==> src/hdl/terrain_tile_transition_mask_select_defines.svh <==
// assertion macros for the terrain tile transition mask select block
`ifndef TERRAIN_TILE_TRANSITION_MASK_SELECT_DEFINES_SVH
`define TERRAIN_TILE_TRANSITION_MASK_SELECT_DEFINES_SVH

// same-cycle implication, sampled on aclk, off while aresetn is low
`define TTMS_ASSERT_NOW(label, ante, cons, msg) \
    label: assert property (@(posedge aclk) disable iff (!aresetn) (ante) |-> (cons)) \
        else $error(msg);

// next-cycle implication, sampled on aclk, off while aresetn is low
`define TTMS_ASSERT_NEXT(label, ante, cons, msg) \
    label: assert property (@(posedge aclk) disable iff (!aresetn) (ante) |=> (cons)) \
        else $error(msg);

`endif

==> src/hdl/ttms_pkg.sv <==
// shared types, codes and tables of the terrain tile transition mask select block
`default_nettype none

package ttms_pkg;

    localparam int CELL_W = 3;
    localparam int ID_W   = 16;
    localparam int VAR_W  = 4;
    localparam int ROT_W  = 2;
    localparam int SIZE_W = 4;
    localparam int ZONE_W = 4;
    localparam int ROW_W  = 2;

    // operation codes carried in s_tuser
    localparam logic OP_CLEAR    = 1'b0;
    localparam logic OP_CLASSIFY = 1'b1;

    // draw kinds carried in m_tuser
    localparam logic [1:0] DRAW_NONE   = 2'd0;
    localparam logic [1:0] DRAW_FULL   = 2'd1;
    localparam logic [1:0] DRAW_MASKED = 2'd2;

    // configuration register indexes
    localparam logic REG_REGION_WIDTH  = 1'b0;
    localparam logic REG_REGION_HEIGHT = 1'b1;
    localparam logic [SIZE_W-1:0] REGION_SIZE_RESET = 4'd8;

    // rotation codes
    localparam logic [ROT_W-1:0] ROT_0   = 2'd0;
    localparam logic [ROT_W-1:0] ROT_90  = 2'd1;
    localparam logic [ROT_W-1:0] ROT_180 = 2'd2;
    localparam logic [ROT_W-1:0] ROT_270 = 2'd3;

    // zone codes that a covered cell does not draw
    localparam logic [ZONE_W-1:0] ZONE_NONE = 4'd0;
    localparam logic [ZONE_W-1:0] ZONE_ALL  = 4'd15;

    // texel sizes as shift amounts: 64 per tile, 64 per mask, 32 per sub-cell
    localparam int TILE_SHIFT = 6;
    localparam int MASK_SHIFT = 6;
    localparam int SUB_SHIFT  = 5;

    // coverage generation tags kept in the coverage memory
    localparam int EPOCH_W = 4;
    localparam logic [EPOCH_W-1:0] EPOCH_NONE  = 4'd0;
    localparam logic [EPOCH_W-1:0] EPOCH_FIRST = 4'd1;
    localparam logic [EPOCH_W-1:0] EPOCH_LAST  = 4'd15;

    // one input item as packed in s_tdata (last member in the lowest bits)
    typedef struct packed {
        logic [ROT_W-1:0]  block_rotation;
        logic [VAR_W-1:0]  texture_variant;
        logic [VAR_W-1:0]  mask_variant;
        logic [ID_W-1:0]   corner_bottom_left;
        logic [ID_W-1:0]   corner_bottom_right;
        logic [ID_W-1:0]   corner_top_right;
        logic [ID_W-1:0]   corner_top_left;
        logic [ID_W-1:0]   tile_id;
        logic [CELL_W-1:0] cell_y;
        logic [CELL_W-1:0] cell_x;
    } cell_item_t;

    // one result as packed in m_tdata (last member in the lowest bits)
    typedef struct packed {
        logic [1:0] mask_rotation;
        logic [7:0] mask_y;
        logic [9:0] mask_x;
        logic [1:0] tex_rotation;
        logic [5:0] tex_y;
        logic [9:0] tex_x;
        logic [7:0] screen_y;
        logic [7:0] screen_x;
    } result_t;

    // what the evaluation asks of the coverage logic
    typedef struct packed {
        logic is_clear;
        logic set_covered;
    } eval_ctrl_t;

    // mask row per zone, in units of the mask size
    function automatic logic [ROW_W-1:0] mask_row(input logic [ZONE_W-1:0] zone);
        logic [ROW_W-1:0] row;
        case (zone)
            4'd0:    row = 2'd0;
            4'd1:    row = 2'd3;
            4'd2:    row = 2'd3;
            4'd3:    row = 2'd2;
            4'd4:    row = 2'd3;
            4'd5:    row = 2'd0;
            4'd6:    row = 2'd2;
            4'd7:    row = 2'd1;
            4'd8:    row = 2'd3;
            4'd9:    row = 2'd2;
            4'd10:   row = 2'd0;
            4'd11:   row = 2'd1;
            4'd12:   row = 2'd2;
            4'd13:   row = 2'd1;
            4'd14:   row = 2'd1;
            default: row = 2'd0;
        endcase
        return row;
    endfunction

    // mask rotation per zone
    function automatic logic [ROT_W-1:0] mask_rot(input logic [ZONE_W-1:0] zone);
        logic [ROT_W-1:0] rot;
        case (zone)
            4'd0:    rot = 2'd0;
            4'd1:    rot = 2'd3;
            4'd2:    rot = 2'd2;
            4'd3:    rot = 2'd2;
            4'd4:    rot = 2'd1;
            4'd5:    rot = 2'd2;
            4'd6:    rot = 2'd1;
            4'd7:    rot = 2'd2;
            4'd8:    rot = 2'd0;
            4'd9:    rot = 2'd3;
            4'd10:   rot = 2'd1;
            4'd11:   rot = 2'd3;
            4'd12:   rot = 2'd0;
            4'd13:   rot = 2'd0;
            4'd14:   rot = 2'd1;
            default: rot = 2'd0;
        endcase
        return rot;
    endfunction

endpackage

`default_nettype wire

==> src/hdl/terrain_tile_transition_mask_select.sv <==
// top level: coverage read-modify-write pipeline around the tag memory
//
//  channel   handshake          payload
//  s_        s_tvalid/s_tready  s_tdata cell item, s_tuser op
//  m_        m_tvalid/m_tready  m_tdata result offsets, m_tuser draw kind
//  cfg_wr_   cfg_wr_en          cfg_wr_index, cfg_wr_data (no read-back)
//
// one item per cycle while m_ takes results and no sweep is pending; an accepted item is
// registered in the read stage, then in the output register, where m_tvalid rises
// the coverage memory is read at acceptance, then tested and written back from the read stage
// after reset and after every 15th clear the memory is swept, all MAX_SIDE*MAX_SIDE entries,
// with s_tready low
// a stalled m_ side holds one result in the output register and one item in the read stage
`default_nettype none

`include "terrain_tile_transition_mask_select_defines.svh"

module terrain_tile_transition_mask_select #(
    parameter int MAX_SIDE       = 8,
    parameter int TEXEL_PER_CELL = 32
) (
    input  wire logic        aclk,
    input  wire logic        aresetn,
    input  wire logic        s_tvalid,
    output logic             s_tready,
    // cell_x, cell_y, tile_id, corner_top_left, corner_top_right,
    // corner_bottom_right, corner_bottom_left, mask_variant, texture_variant,
    // block_rotation
    input  wire logic [95:0] s_tdata,
    // op
    input  wire logic        s_tuser,
    output logic             m_tvalid,
    input  wire logic        m_tready,
    // screen_x, screen_y, tex_x, tex_y, tex_rotation, mask_x, mask_y,
    // mask_rotation, 2 zero bits
    output logic      [55:0] m_tdata,
    // draw_kind
    output logic      [1:0]  m_tuser,
    input  wire logic        cfg_wr_en,
    input  wire logic        cfg_wr_index,
    input  wire logic [3:0]  cfg_wr_data
);

    localparam int DEPTH  = MAX_SIDE * MAX_SIDE;
    localparam int ADDR_W = $clog2(DEPTH);
    localparam logic [ADDR_W-1:0] SWEEP_END = ADDR_W'(DEPTH - 1);

    // configuration
    logic [ttms_pkg::SIZE_W-1:0] width_reg;
    logic [ttms_pkg::SIZE_W-1:0] height_reg;
    logic [ttms_pkg::SIZE_W-1:0] w_eff;
    logic [ttms_pkg::SIZE_W-1:0] h_eff;

    // read stage
    logic                  s1_valid_reg;
    logic                  s1_valid_next;
    logic                  s1_op_reg;
    ttms_pkg::cell_item_t  s1_item_reg;
    logic [ADDR_W-1:0]     s1_addr_reg;

    // coverage generation, sweep and forwarding
    logic [ttms_pkg::EPOCH_W-1:0] epoch_reg;
    logic [ttms_pkg::EPOCH_W-1:0] epoch_next;
    logic                         sweep_reg;
    logic                         sweep_next;
    logic [ADDR_W-1:0]            sweep_cnt_reg;
    logic [ADDR_W-1:0]            sweep_cnt_next;
    logic                         last_wr_valid_reg;
    logic                         last_wr_valid_next;
    logic [ADDR_W-1:0]            last_wr_addr_reg;

    // output register
    logic                 out_valid_reg;
    logic                 out_valid_next;
    logic [1:0]           out_kind_reg;
    ttms_pkg::result_t    out_res_reg;

    // datapath
    ttms_pkg::cell_item_t         in_item;
    logic [ADDR_W-1:0]            in_addr;
    logic                         accept;
    logic                         s1_adv;
    logic                         s1_wrap;
    logic [ttms_pkg::EPOCH_W-1:0] rd_tag;
    logic                         covered;
    logic [1:0]                   ev_kind;
    ttms_pkg::result_t            ev_res;
    ttms_pkg::eval_ctrl_t         ev_ctrl;
    logic                         mem_wr_en;
    logic [ADDR_W-1:0]            mem_wr_addr;
    logic [ttms_pkg::EPOCH_W-1:0] mem_wr_data;

    assign in_item = ttms_pkg::cell_item_t'(s_tdata);
    assign in_addr = ADDR_W'(int'(in_item.cell_y) * MAX_SIDE + int'(in_item.cell_x));

    // a clear that wraps the generation must leave an empty pipeline for the sweep
    assign s1_wrap  = s1_valid_reg && (s1_op_reg == ttms_pkg::OP_CLEAR)
                      && (epoch_reg == ttms_pkg::EPOCH_LAST);
    assign s1_adv   = s1_valid_reg && (!out_valid_reg || m_tready);
    assign s_tready = !sweep_reg && !s1_wrap && (!s1_valid_reg || s1_adv);
    assign accept   = s_tvalid && s_tready;

    always_comb begin
        if (width_reg == '0) begin
            w_eff = ttms_pkg::SIZE_W'(1);
        end else if (int'(width_reg) > MAX_SIDE) begin
            w_eff = ttms_pkg::SIZE_W'(MAX_SIDE);
        end else begin
            w_eff = width_reg;
        end
        if (height_reg == '0) begin
            h_eff = ttms_pkg::SIZE_W'(1);
        end else if (int'(height_reg) > MAX_SIDE) begin
            h_eff = ttms_pkg::SIZE_W'(MAX_SIDE);
        end else begin
            h_eff = height_reg;
        end
    end

    ttms_cov_ram #(
        .DEPTH  (DEPTH),
        .ADDR_W (ADDR_W),
        .DATA_W (ttms_pkg::EPOCH_W)
    ) u_cov_ram (
        .aclk    (aclk),
        .wr_en   (mem_wr_en),
        .wr_addr (mem_wr_addr),
        .wr_data (mem_wr_data),
        .rd_en   (accept),
        .rd_addr (in_addr),
        .rd_data (rd_tag)
    );

    // the previous item's write can land at the same edge as this item's read
    assign covered = (rd_tag == epoch_reg)
                     || (last_wr_valid_reg && (last_wr_addr_reg == s1_addr_reg));

    ttms_cell_eval #(
        .TEXEL_PER_CELL (TEXEL_PER_CELL)
    ) u_cell_eval (
        .op        (s1_op_reg),
        .item      (s1_item_reg),
        .covered   (covered),
        .w_eff     (w_eff),
        .h_eff     (h_eff),
        .draw_kind (ev_kind),
        .res       (ev_res),
        .ctrl      (ev_ctrl)
    );

    always_comb begin
        mem_wr_en   = 1'b0;
        mem_wr_addr = s1_addr_reg;
        mem_wr_data = epoch_reg;
        if (sweep_reg) begin
            mem_wr_en   = 1'b1;
            mem_wr_addr = sweep_cnt_reg;
            mem_wr_data = ttms_pkg::EPOCH_NONE;
        end else if (s1_adv && ev_ctrl.set_covered) begin
            mem_wr_en = 1'b1;
        end
    end

    always_comb begin
        s1_valid_next      = s1_valid_reg;
        out_valid_next     = out_valid_reg;
        epoch_next         = epoch_reg;
        sweep_next         = sweep_reg;
        sweep_cnt_next     = sweep_cnt_reg;
        last_wr_valid_next = last_wr_valid_reg;

        if (accept) begin
            s1_valid_next = 1'b1;
        end else if (s1_adv) begin
            s1_valid_next = 1'b0;
        end

        if (s1_adv) begin
            out_valid_next = 1'b1;
        end else if (m_tready) begin
            out_valid_next = 1'b0;
        end

        if (sweep_reg) begin
            sweep_cnt_next = sweep_cnt_reg + 1'b1;
            if (sweep_cnt_reg == SWEEP_END) begin
                sweep_next = 1'b0;
            end
        end

        if (s1_adv && ev_ctrl.is_clear) begin
            last_wr_valid_next = 1'b0;
            if (epoch_reg == ttms_pkg::EPOCH_LAST) begin
                epoch_next     = ttms_pkg::EPOCH_FIRST;
                sweep_next     = 1'b1;
                sweep_cnt_next = '0;
            end else begin
                epoch_next = epoch_reg + 1'b1;
            end
        end else if (s1_adv && ev_ctrl.set_covered) begin
            last_wr_valid_next = 1'b1;
        end
    end

    always_ff @(posedge aclk) begin
        if (!aresetn) begin
            width_reg         <= ttms_pkg::REGION_SIZE_RESET;
            height_reg        <= ttms_pkg::REGION_SIZE_RESET;
            s1_valid_reg      <= 1'b0;
            out_valid_reg     <= 1'b0;
            epoch_reg         <= ttms_pkg::EPOCH_FIRST;
            sweep_reg         <= 1'b1;
            sweep_cnt_reg     <= '0;
            last_wr_valid_reg <= 1'b0;
        end else begin
            if (cfg_wr_en) begin
                case (cfg_wr_index)
                    ttms_pkg::REG_REGION_WIDTH:  width_reg  <= cfg_wr_data;
                    ttms_pkg::REG_REGION_HEIGHT: height_reg <= cfg_wr_data;
                    default: ;
                endcase
            end
            s1_valid_reg      <= s1_valid_next;
            out_valid_reg     <= out_valid_next;
            epoch_reg         <= epoch_next;
            sweep_reg         <= sweep_next;
            sweep_cnt_reg     <= sweep_cnt_next;
            last_wr_valid_reg <= last_wr_valid_next;
        end
    end

    always_ff @(posedge aclk) begin
        if (accept) begin
            s1_op_reg   <= s_tuser;
            s1_item_reg <= in_item;
            s1_addr_reg <= in_addr;
        end
        if (s1_adv) begin
            out_kind_reg <= ev_kind;
            out_res_reg  <= ev_res;
        end
        if (s1_adv && ev_ctrl.set_covered) begin
            last_wr_addr_reg <= s1_addr_reg;
        end
    end

    assign m_tvalid = out_valid_reg;
    assign m_tuser  = out_kind_reg;
    assign m_tdata  = {2'b00, out_res_reg};

    `TTMS_ASSERT_NOW(a_sweep_pipe_empty, sweep_reg, !s1_valid_reg, "item in read stage during sweep")
    `TTMS_ASSERT_NEXT(a_clear_drops_fwd, s1_adv && ev_ctrl.is_clear, !last_wr_valid_reg, "forward survived clear")
    `TTMS_ASSERT_NOW(a_epoch_live, 1'b1, epoch_reg != ttms_pkg::EPOCH_NONE, "epoch holds the sweep tag")
    `TTMS_ASSERT_NOW(a_none_zero, m_tvalid && (m_tuser == ttms_pkg::DRAW_NONE), m_tdata == '0, "empty result carries data")

endmodule

`default_nettype wire

==> src/hdl/ttms_cov_ram.sv <==
// coverage tag memory: one write port, one registered read port
`default_nettype none

module ttms_cov_ram #(
    parameter int DEPTH  = 64,
    parameter int ADDR_W = 6,
    parameter int DATA_W = 4
) (
    input  wire logic              aclk,
    input  wire logic              wr_en,
    input  wire logic [ADDR_W-1:0] wr_addr,
    input  wire logic [DATA_W-1:0] wr_data,
    input  wire logic              rd_en,
    input  wire logic [ADDR_W-1:0] rd_addr,
    output logic      [DATA_W-1:0] rd_data
);

    logic [DATA_W-1:0] mem [DEPTH];

    always_ff @(posedge aclk) begin
        if (wr_en) begin
            mem[wr_addr] <= wr_data;
        end
    end

    // read-first: a write at the same edge is not seen here
    always_ff @(posedge aclk) begin
        if (rd_en) begin
            rd_data <= mem[rd_addr];
        end
    end

endmodule

`default_nettype wire

==> src/hdl/ttms_cell_eval.sv <==
// corner matching, coverage decision, mask table lookup and offsets for one cell
`default_nettype none

module ttms_cell_eval #(
    parameter int TEXEL_PER_CELL = 32
) (
    input  wire logic                                op,
    input  wire ttms_pkg::cell_item_t                item,
    input  wire logic                                covered,
    input  wire logic [ttms_pkg::SIZE_W-1:0]         w_eff,
    input  wire logic [ttms_pkg::SIZE_W-1:0]         h_eff,
    output logic      [1:0]                          draw_kind,
    output ttms_pkg::result_t                        res,
    output ttms_pkg::eval_ctrl_t                     ctrl
);

    localparam logic [7:0] TEXEL_STEP = 8'(TEXEL_PER_CELL);

    logic [ttms_pkg::ZONE_W-1:0] zone;
    logic                        in_region;
    logic                        subx;
    logic                        suby;
    logic                        wx_par;
    logic                        hy_par;

    assign zone = {item.corner_bottom_left  == item.tile_id,
                   item.corner_bottom_right == item.tile_id,
                   item.corner_top_right    == item.tile_id,
                   item.corner_top_left     == item.tile_id};

    assign in_region = ({1'b0, item.cell_x} < w_eff) && ({1'b0, item.cell_y} < h_eff);

    // parity of (size - pos - 1) for mirrored sub-cell picks
    assign wx_par = ~(w_eff[0] ^ item.cell_x[0]);
    assign hy_par = ~(h_eff[0] ^ item.cell_y[0]);

    always_comb begin
        case (item.block_rotation)
            ttms_pkg::ROT_90: begin
                subx = hy_par;
                suby = item.cell_x[0];
            end
            ttms_pkg::ROT_180: begin
                subx = wx_par;
                suby = hy_par;
            end
            ttms_pkg::ROT_270: begin
                subx = item.cell_y[0];
                suby = wx_par;
            end
            default: begin
                subx = item.cell_x[0];
                suby = item.cell_y[0];
            end
        endcase
    end

    always_comb begin
        draw_kind        = ttms_pkg::DRAW_NONE;
        res              = '0;
        ctrl.is_clear    = (op == ttms_pkg::OP_CLEAR);
        ctrl.set_covered = 1'b0;

        if (op == ttms_pkg::OP_CLASSIFY && in_region) begin
            if (!covered) begin
                if (zone != ttms_pkg::ZONE_NONE) begin
                    draw_kind        = ttms_pkg::DRAW_FULL;
                    ctrl.set_covered = 1'b1;
                end
            end else if (zone != ttms_pkg::ZONE_NONE && zone != ttms_pkg::ZONE_ALL) begin
                draw_kind         = ttms_pkg::DRAW_MASKED;
                res.mask_x        = {item.mask_variant, 6'd0};
                res.mask_y        = {ttms_pkg::mask_row(zone), 6'd0};
                res.mask_rotation = ttms_pkg::mask_rot(zone);
            end
        end

        if (draw_kind != ttms_pkg::DRAW_NONE) begin
            res.screen_x     = {5'd0, item.cell_x} * TEXEL_STEP;
            res.screen_y     = {5'd0, item.cell_y} * TEXEL_STEP;
            res.tex_x        = {item.texture_variant, subx, 5'd0};
            res.tex_y        = {suby, 5'd0};
            res.tex_rotation = item.block_rotation;
        end
    end

endmodule

`default_nettype wire
==> config.mk <==
export PLATFORM = sky130hd
export DESIGN_NAME = terrain_tile_transition_mask_select
export DESIGN_NICKNAME = d
export VERILOG_FILES = /design/src/hdl/ttms_pkg.sv /design/src/hdl/terrain_tile_transition_mask_select.sv /design/src/hdl/ttms_cov_ram.sv /design/src/hdl/ttms_cell_eval.sv
export VERILOG_INCLUDE_DIRS = /design/src /design/src/hdl
export SDC_FILE = /design/constraint.sdc
export NUM_CORES = 1
export LEC_CHECK = 0
export BUFFER_PORTS_ARGS = -buffer_cell sky130_fd_sc_hd__buf_2
export CELL_PAD_IN_SITES_DETAIL_PLACEMENT = 0
export CELL_PAD_IN_SITES_GLOBAL_PLACEMENT = 2
export CORE_MARGIN = 2
export CORE_UTILIZATION = 40
export DETAILED_ROUTE_END_ITERATION = 6
export PLACE_DENSITY_LB_ADDON = 0.2
export SLEW_MARGIN = 10
export SYNTH_ARGS = -nofsm -noshare
export SYNTH_HDL_FRONTEND = slang
export SYNTH_HIERARCHICAL = 1
export SYNTH_SLANG_ARGS = --single-unit
==> constraint.sdc <==
create_clock -name aclk -period 9.8 [get_ports aclk]
set_input_delay 1.96 -clock aclk [delete_from_list [all_inputs] [get_ports aclk]]
set_output_delay 1.96 -clock aclk [all_outputs]
set_load 0.03 [all_outputs]
==> metrics.md, run 1 <==
| Metric | Value |
|---|---|
| Outcome | `finished, violations left` |
| Failing checks | `design-rule violations` |
| Min-Delay Path Depth | `2` |
| Mapped Avg Cell Area | `17.8 um^2` |
| Startpoint Class | `input pin` |
| Peak supply drop | `0.000126 V` |
| CP Launch Point | `m_tready` |
| Leak pwr | `roughly 6.9 nW` |
| Post-DR vias/cell | `5.07` |
| Share of post-route cells with drive strength above 1 | `0.265` |
| #FFs+latches synth | `~440` |
| Post-CTS setup repair buffer count | `0` |
| WL final | `about 40,000 um` |
| Crit path buf inv count | `2` |
| HP Class | `flop to flop` |
| # setup viols final | `0` |
| Data required, critical path | `slightly below 8 ns` |
| Num ports | `167` |
| Slowest CP cell | `a21oi_1` |
| Initial antenna violation count | `0` |
| First-pass DRT Iterations | `7` |
| Slew Viols, Final | `0` |
| Post-cts resize count | `0` |
| First-pass GRT wire length | `between 50,000 and 60,000 um` |
| Final Skew | `0.0201 ns` |
| Die Area | `0.0468 mm^2` |
| Final GP Congestion | `between 0.7 and 0.8` |
| Commonest non-fill, non-tap cells in the layout | `edfxtp_1 (419), buf_2 (163), nor2_1 (88), mux4_2 (48), clkbuf_16 (47)` |
| Setup ws final | `4.94 ns` |
| Drt drc | `5` |
| Vias in the first global route | `9,354` |
| Total congestion overflow | `0` |
| Post-Synthesis Cells | `1,012` |
| Vias | `9,265` |
| Slew HR | `0.437` |
| Setup crit end kind | `primary output` |
| Met3 Use GR | `0.0355` |
| Final Hold Vio Count | `0` |
| Total placed instance area | `0.0193 mm^2` |
| Period utilization | `0.496` |
| Final Cell Area | `0.0208 mm^2` |
| Most common cell on crit path | `buf_2` |
| Nets | `around 1,300` |
| Async set-or-reset flop fraction in the synthesized netlist | `0` |
| Max-Cap Viols | `0` |
| Die height | `216 um` |
| Top delay family on crit path | `simple AND/OR/NAND/NOR gates` |
| Hold Crit Start | `height_reg[0]$_SDFFE_PN0P_` |
| Worst Max-Slew Pin Slew | `around 0.84 ns` |
| Most common cell after layout, fill and taps aside | `edfxtp_1` |
| Area growth, synth to finish | `15.2%` |
| CTS tree | `built` |
| HPWL Detailed | `26,300 um` |
| Avg WL per Cell | `between 20 and 25 um` |
| CP peak stage delay | `0.32 ns` |
| Crit-path cells | `buf_2, nand2b_1, a21oi_1, nor2_1, buf_2` |
| Hold_buf cts | `0` |
| Rows | `77` |
| Final cell count without fillers | `1,826` |
| Clock Pin Slew Worst Setup and Hold Paths | `~0.05 ns` |
| Worst r2r src | `s1_item_reg[19]$_DFFE_PP_` |
| Fmax achieved | `about 0.21 GHz` |
| Max Fanout on Critical Path | `7` |
| Post-Synthesis Cell Area | `0.0180 mm^2` |
| GRT Overall Usage | `0.169` |
| Crit path depth | `5` |
| Clock Path Buffers | `3` |
| Placed Cells incl. Taps | `about 1,700` |
| EDFF count, synth | `419` |
| Number of H-tree levels | `2` |
| Largest net degree at the start of global routing | `65` |
| CTS sink count | `between 400 and 500` |
| Distinct cells, synth | `73` |
| Number of synthesis warnings | `6` |
| Later-pin clock latency in the skew report | `0.58 ns` |
| Max reg flops | `256` |
| Pre-CTS setup slack | `4.92 ns` |
| Min Hold Slack | `0.478 ns` |
| Fin crit period | `between 4 and 5 ns` |
| Die X | `216 um` |
| Worst EP arrival | `a little under 3 ns` |
| Dominant synthesized flop cell | `edfxtp_1` |
| Grt met2 use | `0.280` |
| Unrepaired setup endpoints after global routing | `no` |
| Register area share after synthesis | `0.723` |
| Initial Util | `0.407` |
| Remaining antenna violation count after routing | `0` |
| Clk root buf | `clkbuf_16` |
| I/O Buffers | `around 160` |
| Worst R2R Path Depth | `12` |
| Core Region | `0.0443 mm^2` |
| Power per Cell Area | `185 mW/mm^2` |
| Most used routing layer | `met2` |
| Final TNS setup | `0 ns` |
| Drt first-iter violations | `around 740` |
| CTS Buf Count | `47` |
| M1 GR Usage | `0.230` |
| Crit Path Category | `input pin to primary output` |
[worst reg2reg max path, cell delays in order (launching register included)]
cell,delay [ns]
edfxtp_1,0.49
xnor2_1,0.25
nand4_1,0.16
nor4_2,0.62
inv_1,0.18
ha_1,0.25
inv_1,0.12
o21ai_0,0.11
nor2_1,0.18
and3_1,0.38
or2_2,0.28
nand4_1,0.64
nor2_1,0.60
[per-layer routing]
metal | wire length, um | part of all wire | up-vias
li1 | - | - | 4256
met3 | 2180 | 0.055 | 56
met5 | 0 | 0 | -
met2 | 19200 | 0.49 | 250
met4 | 683 | 0.017 | 0
met1 | 17300 | 0.44 | 4703
[worst paths after layout]
kind	slack [ns]	to
worst max-delay path	4.94	s_tready
worst min register to register	0.48	height_reg[0]$_SDFFE_PN0P_
worst min-delay path	0.48	height_reg[0]$_SDFFE_PN0P_
worst max register to register	5.21	u_cov_ram/mem[7][2]$_DFFE_PP_
[through the flow]
stage | total power, mW | utilization
2_1_floorplan | 2.17 | -
5_1_grt | 3.98 | 0.468
3_5_place_dp | 2.21 | 0.436
3_3_place_gp | 2.21 | 0.436
4_1_cts | 3.89 | 0.468
6_report | 3.84 | 0.468
[power breakdown]
group	internal, mW	switching, mW
clock	0.966	0.707
combinational	0.0486	0.0677
sequential	2.05	0.00377
[cells in the mapped netlist (all sizes together), types with 6 or more instances]
| library cell | instances | area [um^2] |
|---|---|---|
| ha | 12 | 150 |
| nand4 | 19 | 125 |
| mux4 | 67 | 1580 |
| and2 | 22 | 146 |
| dfxtp | 22 | 440 |
| nand3 | 23 | 120 |
| xor2 | 38 | 333 |
| o221ai | 6 | 52.6 |
| buf | 54 | 440 |
| mux2i | 13 | 130 |
| edfxtp | 419 | 12600 |
| nand2b | 12 | 75.1 |
| clkbuf | 16 | 75.1 |
| nand2 | 23 | 86.3 |
| nor2b | 18 | 115 |
| o21ai | 9 | 45.0 |
| inv | 15 | 56.3 |
| nor4 | 11 | 90.1 |
| a22oi | 8 | 60.1 |
| xnor2 | 42 | 368 |
| mux2 | 7 | 78.8 |
| a21oi | 8 | 43.8 |
| nor2 | 89 | 334 |
[logic make-up after synthesis]
logic type	synth area share
compound gates	0.0285
xor+xnor	0.0389
fa+ha+maj	0.00833
buf+inv	0.0319
flops	0.723
mux	0.0993
other cells	0.000417
simple gates	0.0699
[final cells by class]
cell class	instances	area [um^2]
fill	3846	23600
sequential	441	13000
multi-input combinational	517	4590
clock buffer	56	1220
timing repair buffer	174	898
tap	592	741
clock inverter	29	225
inverter	16	60.1
antenna	1	2.50
Power figures use the tool's default switching activity.
==> inputs of run 2 (changes only) <==
--- a/config.mk
+++ b/config.mk
@@ -6,6 +6,7 @@
 export SDC_FILE = /design/constraint.sdc
 export NUM_CORES = 1
 export LEC_CHECK = 0
+export ABC_AREA = 1
 export BUFFER_PORTS_ARGS = -buffer_cell sky130_fd_sc_hd__buf_2
 export CELL_PAD_IN_SITES_DETAIL_PLACEMENT = 0
 export CELL_PAD_IN_SITES_GLOBAL_PLACEMENT = 2
==> constraint.sdc (replaced) <==
create_clock -name aclk -period 4.6 [get_ports aclk]
set_input_delay 0.92 -clock aclk [delete_from_list [all_inputs] [get_ports aclk]]
set_output_delay 0.92 -clock aclk [all_outputs]
set_load 0.03 [all_outputs]
==> run 2 against run 1 <==
The run now ends clean. Sequential share of layout area down 3.5 points. Register-to-register slack worse by 4.4 ns. Utilization fell by 0.57 points. Combinational power grew to 5.5 times the previous value. Critical path type is now flop to flop. Die area grew 6.6%. Synthesized cell count up 70%.
==> metrics.md, run 2 <==
| Metric | Value |
|---|---|
| Outcome | `finished, final reports clean` |
| CTS Buf Count | `48 (+2.1%)` |
| Period utilization | `0.834` |
| Hold Crit Start | `last_wr_valid_reg$_SDFFE_PP0P_` |
| Pre-CTS setup slack | `0.758 ns (-4.16 ns)` |
| Commonest non-fill, non-tap cells in the layout | `nand2_1 (512), edfxtp_1 (419), nand3_1 (245), buf_2 (163), nor2_1 (118)` |
| Final TNS setup | `0 ns (unchanged)` |
| Max reg flops | `256 (unchanged)` |
| Power per Cell Area | `403 mW/mm^2 (+120%)` |
| Leak pwr | `8.72 nW (+27%)` |
| Die height | `223 um (+3.2%)` |
| Mapped Avg Cell Area | `11.1 um^2 (-37%)` |
| GRT Overall Usage | `0.190 (+0.0206)` |
| Most frequent cells after synthesis | `nand2_1 (512), edfxtp_1 (419), nand3_1 (245), nor2_1 (122), inv_1 (108)` |
| Mux cell area share after synthesis | `0 (-0.0993)` |
| EDFF count, synth | `419 (unchanged)` |
| Post-cts resize count | `0 (unchanged)` |
| Drt drc | `0 (-5)` |
| Worst EP arrival | `4.05 ns (+1.15 ns)` |
| Later-pin clock latency in the skew report | `0.59 ns (about the same)` |
| Drt first-iter violations | `903 (+21%)` |
| Largest family of logic cells by synthesized area | `simple AND/OR/NAND/NOR gates` |
| Number of H-tree levels | `2 (unchanged)` |
| Setup ws final | `0.764 ns (-4.18 ns)` |
| Most common cell after layout, fill and taps aside | `nand2_1` |
| Number of synthesis warnings | `6 (unchanged)` |
| Num ports | `167 (unchanged)` |
| Seq pwr share | `0.504 (-0.030)` |
| Slew Viols, Final | `0 (unchanged)` |
| Crit-path cells | `xnor2_1, nand2_1, nor2_1, nand2_1, nor2_1, inv_1, ha_1, nand3_4, nand3_4, inv_2, nand2_1, nand2_1, nand4_1, nor4_1` |
| Initial Util | `0.404 (-0.00226)` |
| Synth top area share | `0.655 (-0.0438)` |
| HP Class | `flop to flop` |
| Dominant synthesized flop cell | `edfxtp_1` |
| Die Area | `0.0498 mm^2 (+6.6%)` |
| Area contributors post-synth | `edfxtp_1 (65%), nand2_1 (10%), nand3_1 (6.4%)` |
| Int Power | `6.85 mW (+120%)` |
| Unrepaired setup endpoints after global routing | `no` |
| Hold_buf cts | `0 (unchanged)` |
| Setup crit end kind | `flop` |
| Vias in the first global route | `12,292 (+31%)` |
| Post-Synthesis Cells | `1,724 (+70%)` |
| CP peak stage delay | `0.71 ns (+0.39 ns)` |
| Largest net degree at the start of global routing | `113 (+74%)` |
| Data required, critical path | `4.81 ns (-3.03 ns)` |
| Avg WL per Cell | `18.4 um (-15%)` |
| Power share of the combinational group | `0.072 (+0.042)` |
| CTS sink count | `441 (unchanged)` |
| Area growth, synth to finish | `14.5%` |
| # setup viols final | `0 (unchanged)` |
| Fillcell total | `4,373 (+14%)` |
| Crit Path Category | `flop to flop` |
| Final design utilization | `0.463 (-0.00567)` |
| Worst Max-Slew Pin Slew | `1.20 ns (+0.359 ns)` |
| Share of post-route cells with drive strength above 1 | `0.173 (-0.0921)` |
| First-pass GRT wire length | `71,500 um (+21%)` |
| Xor/xnor cell area share of the yosys netlist | `0.0214 (-0.0175)` |
| Async set-or-reset flop fraction in the synthesized netlist | `0 (unchanged)` |
| Fin crit period | `3.84 ns` |
| Clock share of power | `0.424 (-0.011)` |
| Top delay family on crit path | `simple AND/OR/NAND/NOR gates` |
| Slew HR | `0.198 (-0.239)` |
| Post-CTS setup repair buffer count | `0 (unchanged)` |
| Clk root buf | `clkbuf_16` |
| HPWL Detailed | `31,100 um (+18%)` |
| Post-Synthesis Cell Area | `0.0192 mm^2 (+6.7%)` |
| Most area-hungry cell type in the Yosys netlist | `edfxtp_1` |
| Startpoint Class | `flop` |
| Final GP Congestion | `0.780 (+4.0%)` |
| Adder-Cell Fraction of Synth Area | `0.00781 (-0.000522)` |
| Post-DR vias/cell | `4.85 (-4.4%)` |
| Post-Synth Simple-Gate Area | `0.209 (+0.139)` |
| Max-Cap Viols | `0 (unchanged)` |
| Peak supply drop | `0.000459 V (+260%)` |
| Power Total | `8.87 mW (+130%)` |
| Worst r2r src | `s1_item_reg[19]$_DFFE_PP_` |
| Top-count cell post-synth | `nand2_1` |
| Compound-Gate Fraction of Synth Area | `0.0173 (-0.0112)` |
| CTS tree | `built` |
| Rows | `80 (+3.9%)` |
| WL final | `46,900 um (+19%)` |
| Clock Path Buffers | `3 (unchanged)` |
| Most common cell on crit path | `nand2_1` |
| Switching power share of the total | `0.228 (+0.0249)` |
| CP Launch Point | `s1_item_reg[19]$_DFFE_PP_` |
| Fmax achieved | `around 0.26 GHz` |
| Final Skew | `0.0222 ns (+0.00214 ns)` |
| Register area share after synthesis | `0.677 (-0.0453)` |
| Max Fanout on Critical Path | `9 (+2)` |
| Initial antenna violation count | `4 (+4)` |
| First-pass DRT Iterations | `5 (-2)` |
| Final Hold Vio Count | `0 (unchanged)` |
| Clock Pin Slew Worst Setup and Hold Paths | `0.06 ns (about the same)` |
| Nets | `2,018 (+53%)` |
| Crit path buf inv count | `2 (unchanged)` |
| Switching power | `2.02 mW (+160%)` |
| I/O Buffers | `164 (unchanged)` |
| Core Region | `0.0475 mm^2 (+7.3%)` |
| Remaining antenna violation count after routing | `0 (unchanged)` |
| Total congestion overflow | `0 (unchanged)` |
| #FFs+latches synth | `441 (unchanged)` |
| Die X | `223 um (+3.2%)` |
| Distinct cells, synth | `37 (-49%)` |
| Slowest CP cell | `nor4_1` |
| Vias | `12,384 (+34%)` |
-- run 2: worst paths after layout --
path                            cells past startpoint  slack (ns)                        endpoint
worst max-delay path                               14        0.76  u_cov_ram/mem[49][3]$_DFFE_PP_
worst min-delay path                                2        0.47  last_wr_valid_reg$_SDFFE_PP0P_
worst max register to register                     14        0.76  u_cov_ram/mem[49][3]$_DFFE_PP_
worst min register to register                      2        0.47  last_wr_valid_reg$_SDFFE_PP0P_
-- run 2: area by class of cell --
class / count / area (um^2) / area share
diodes: 3 / 7.51 / 0.000341
well taps: 615 / 769 / 0.0350
flip-flops and latches: 441 / 13000 / 0.592
clock inverters: 28 / 265 / 0.0121
repair buffers: 200 / 1110 / 0.0503
inverters: 130 / 494 / 0.0225
clock buffers: 58 / 1260 / 0.0573
multi-input cells: 1078 / 5070 / 0.231
-- run 2: metrics by stage --
step,instance area (um^2),cells,hold WS [ns]
after floorplan,19300,1756,0.433
after global placement,20500,2464,0.460
after detailed placement,20500,2464,0.462
after CTS,22000,2550,0.468
after global routing,22000,2550,0.474
final,22000,2553,0.469
-- run 2: tightest hold or removal path: cells and delay by family (launching register included) --
family | cells | cell delay, ns
AO/OA/AOI/OAI | 1 | 0.06
buffers and inverters | 1 | 0.07
flip-flops | 1 | 0.29
-- run 2: layer usage --
metal / GRT usage / wire [um] / part of all wire
met1: 0.250 / 20600 / 0.44
met3: 0.0454 / 2920 / 0.062
met4: 0.0611 / 1370 / 0.029
met2: 0.311 / 22000 / 0.47
met5: 0 / 9 / 0.00019
-- run 2: logic make-up (layout without fill, tap and decap cells) --
logic type | Yosys count | after routing
xor+xnor | 47 | 47
flops | 441 | 441
fa+ha+maj | 12 | 12
compound gates | 53 | 53
buf+inv | 237 | 416
other cells | 2 | 37
simple gates | 932 | 932
-- run 2: power groups by stage --
stage | combinational [mW] | clock, mW | sequential [mW]
final | 0.637 | 3.76 | 4.47
after global routing | 0.695 | 4.02 | 4.48
after CTS | 0.641 | 3.86 | 4.47
after detailed placement | 0.637 | 0 | 4.56
after global placement | 0.634 | 0 | 4.56
after floorplan | 0.373 | 0 | 4.55
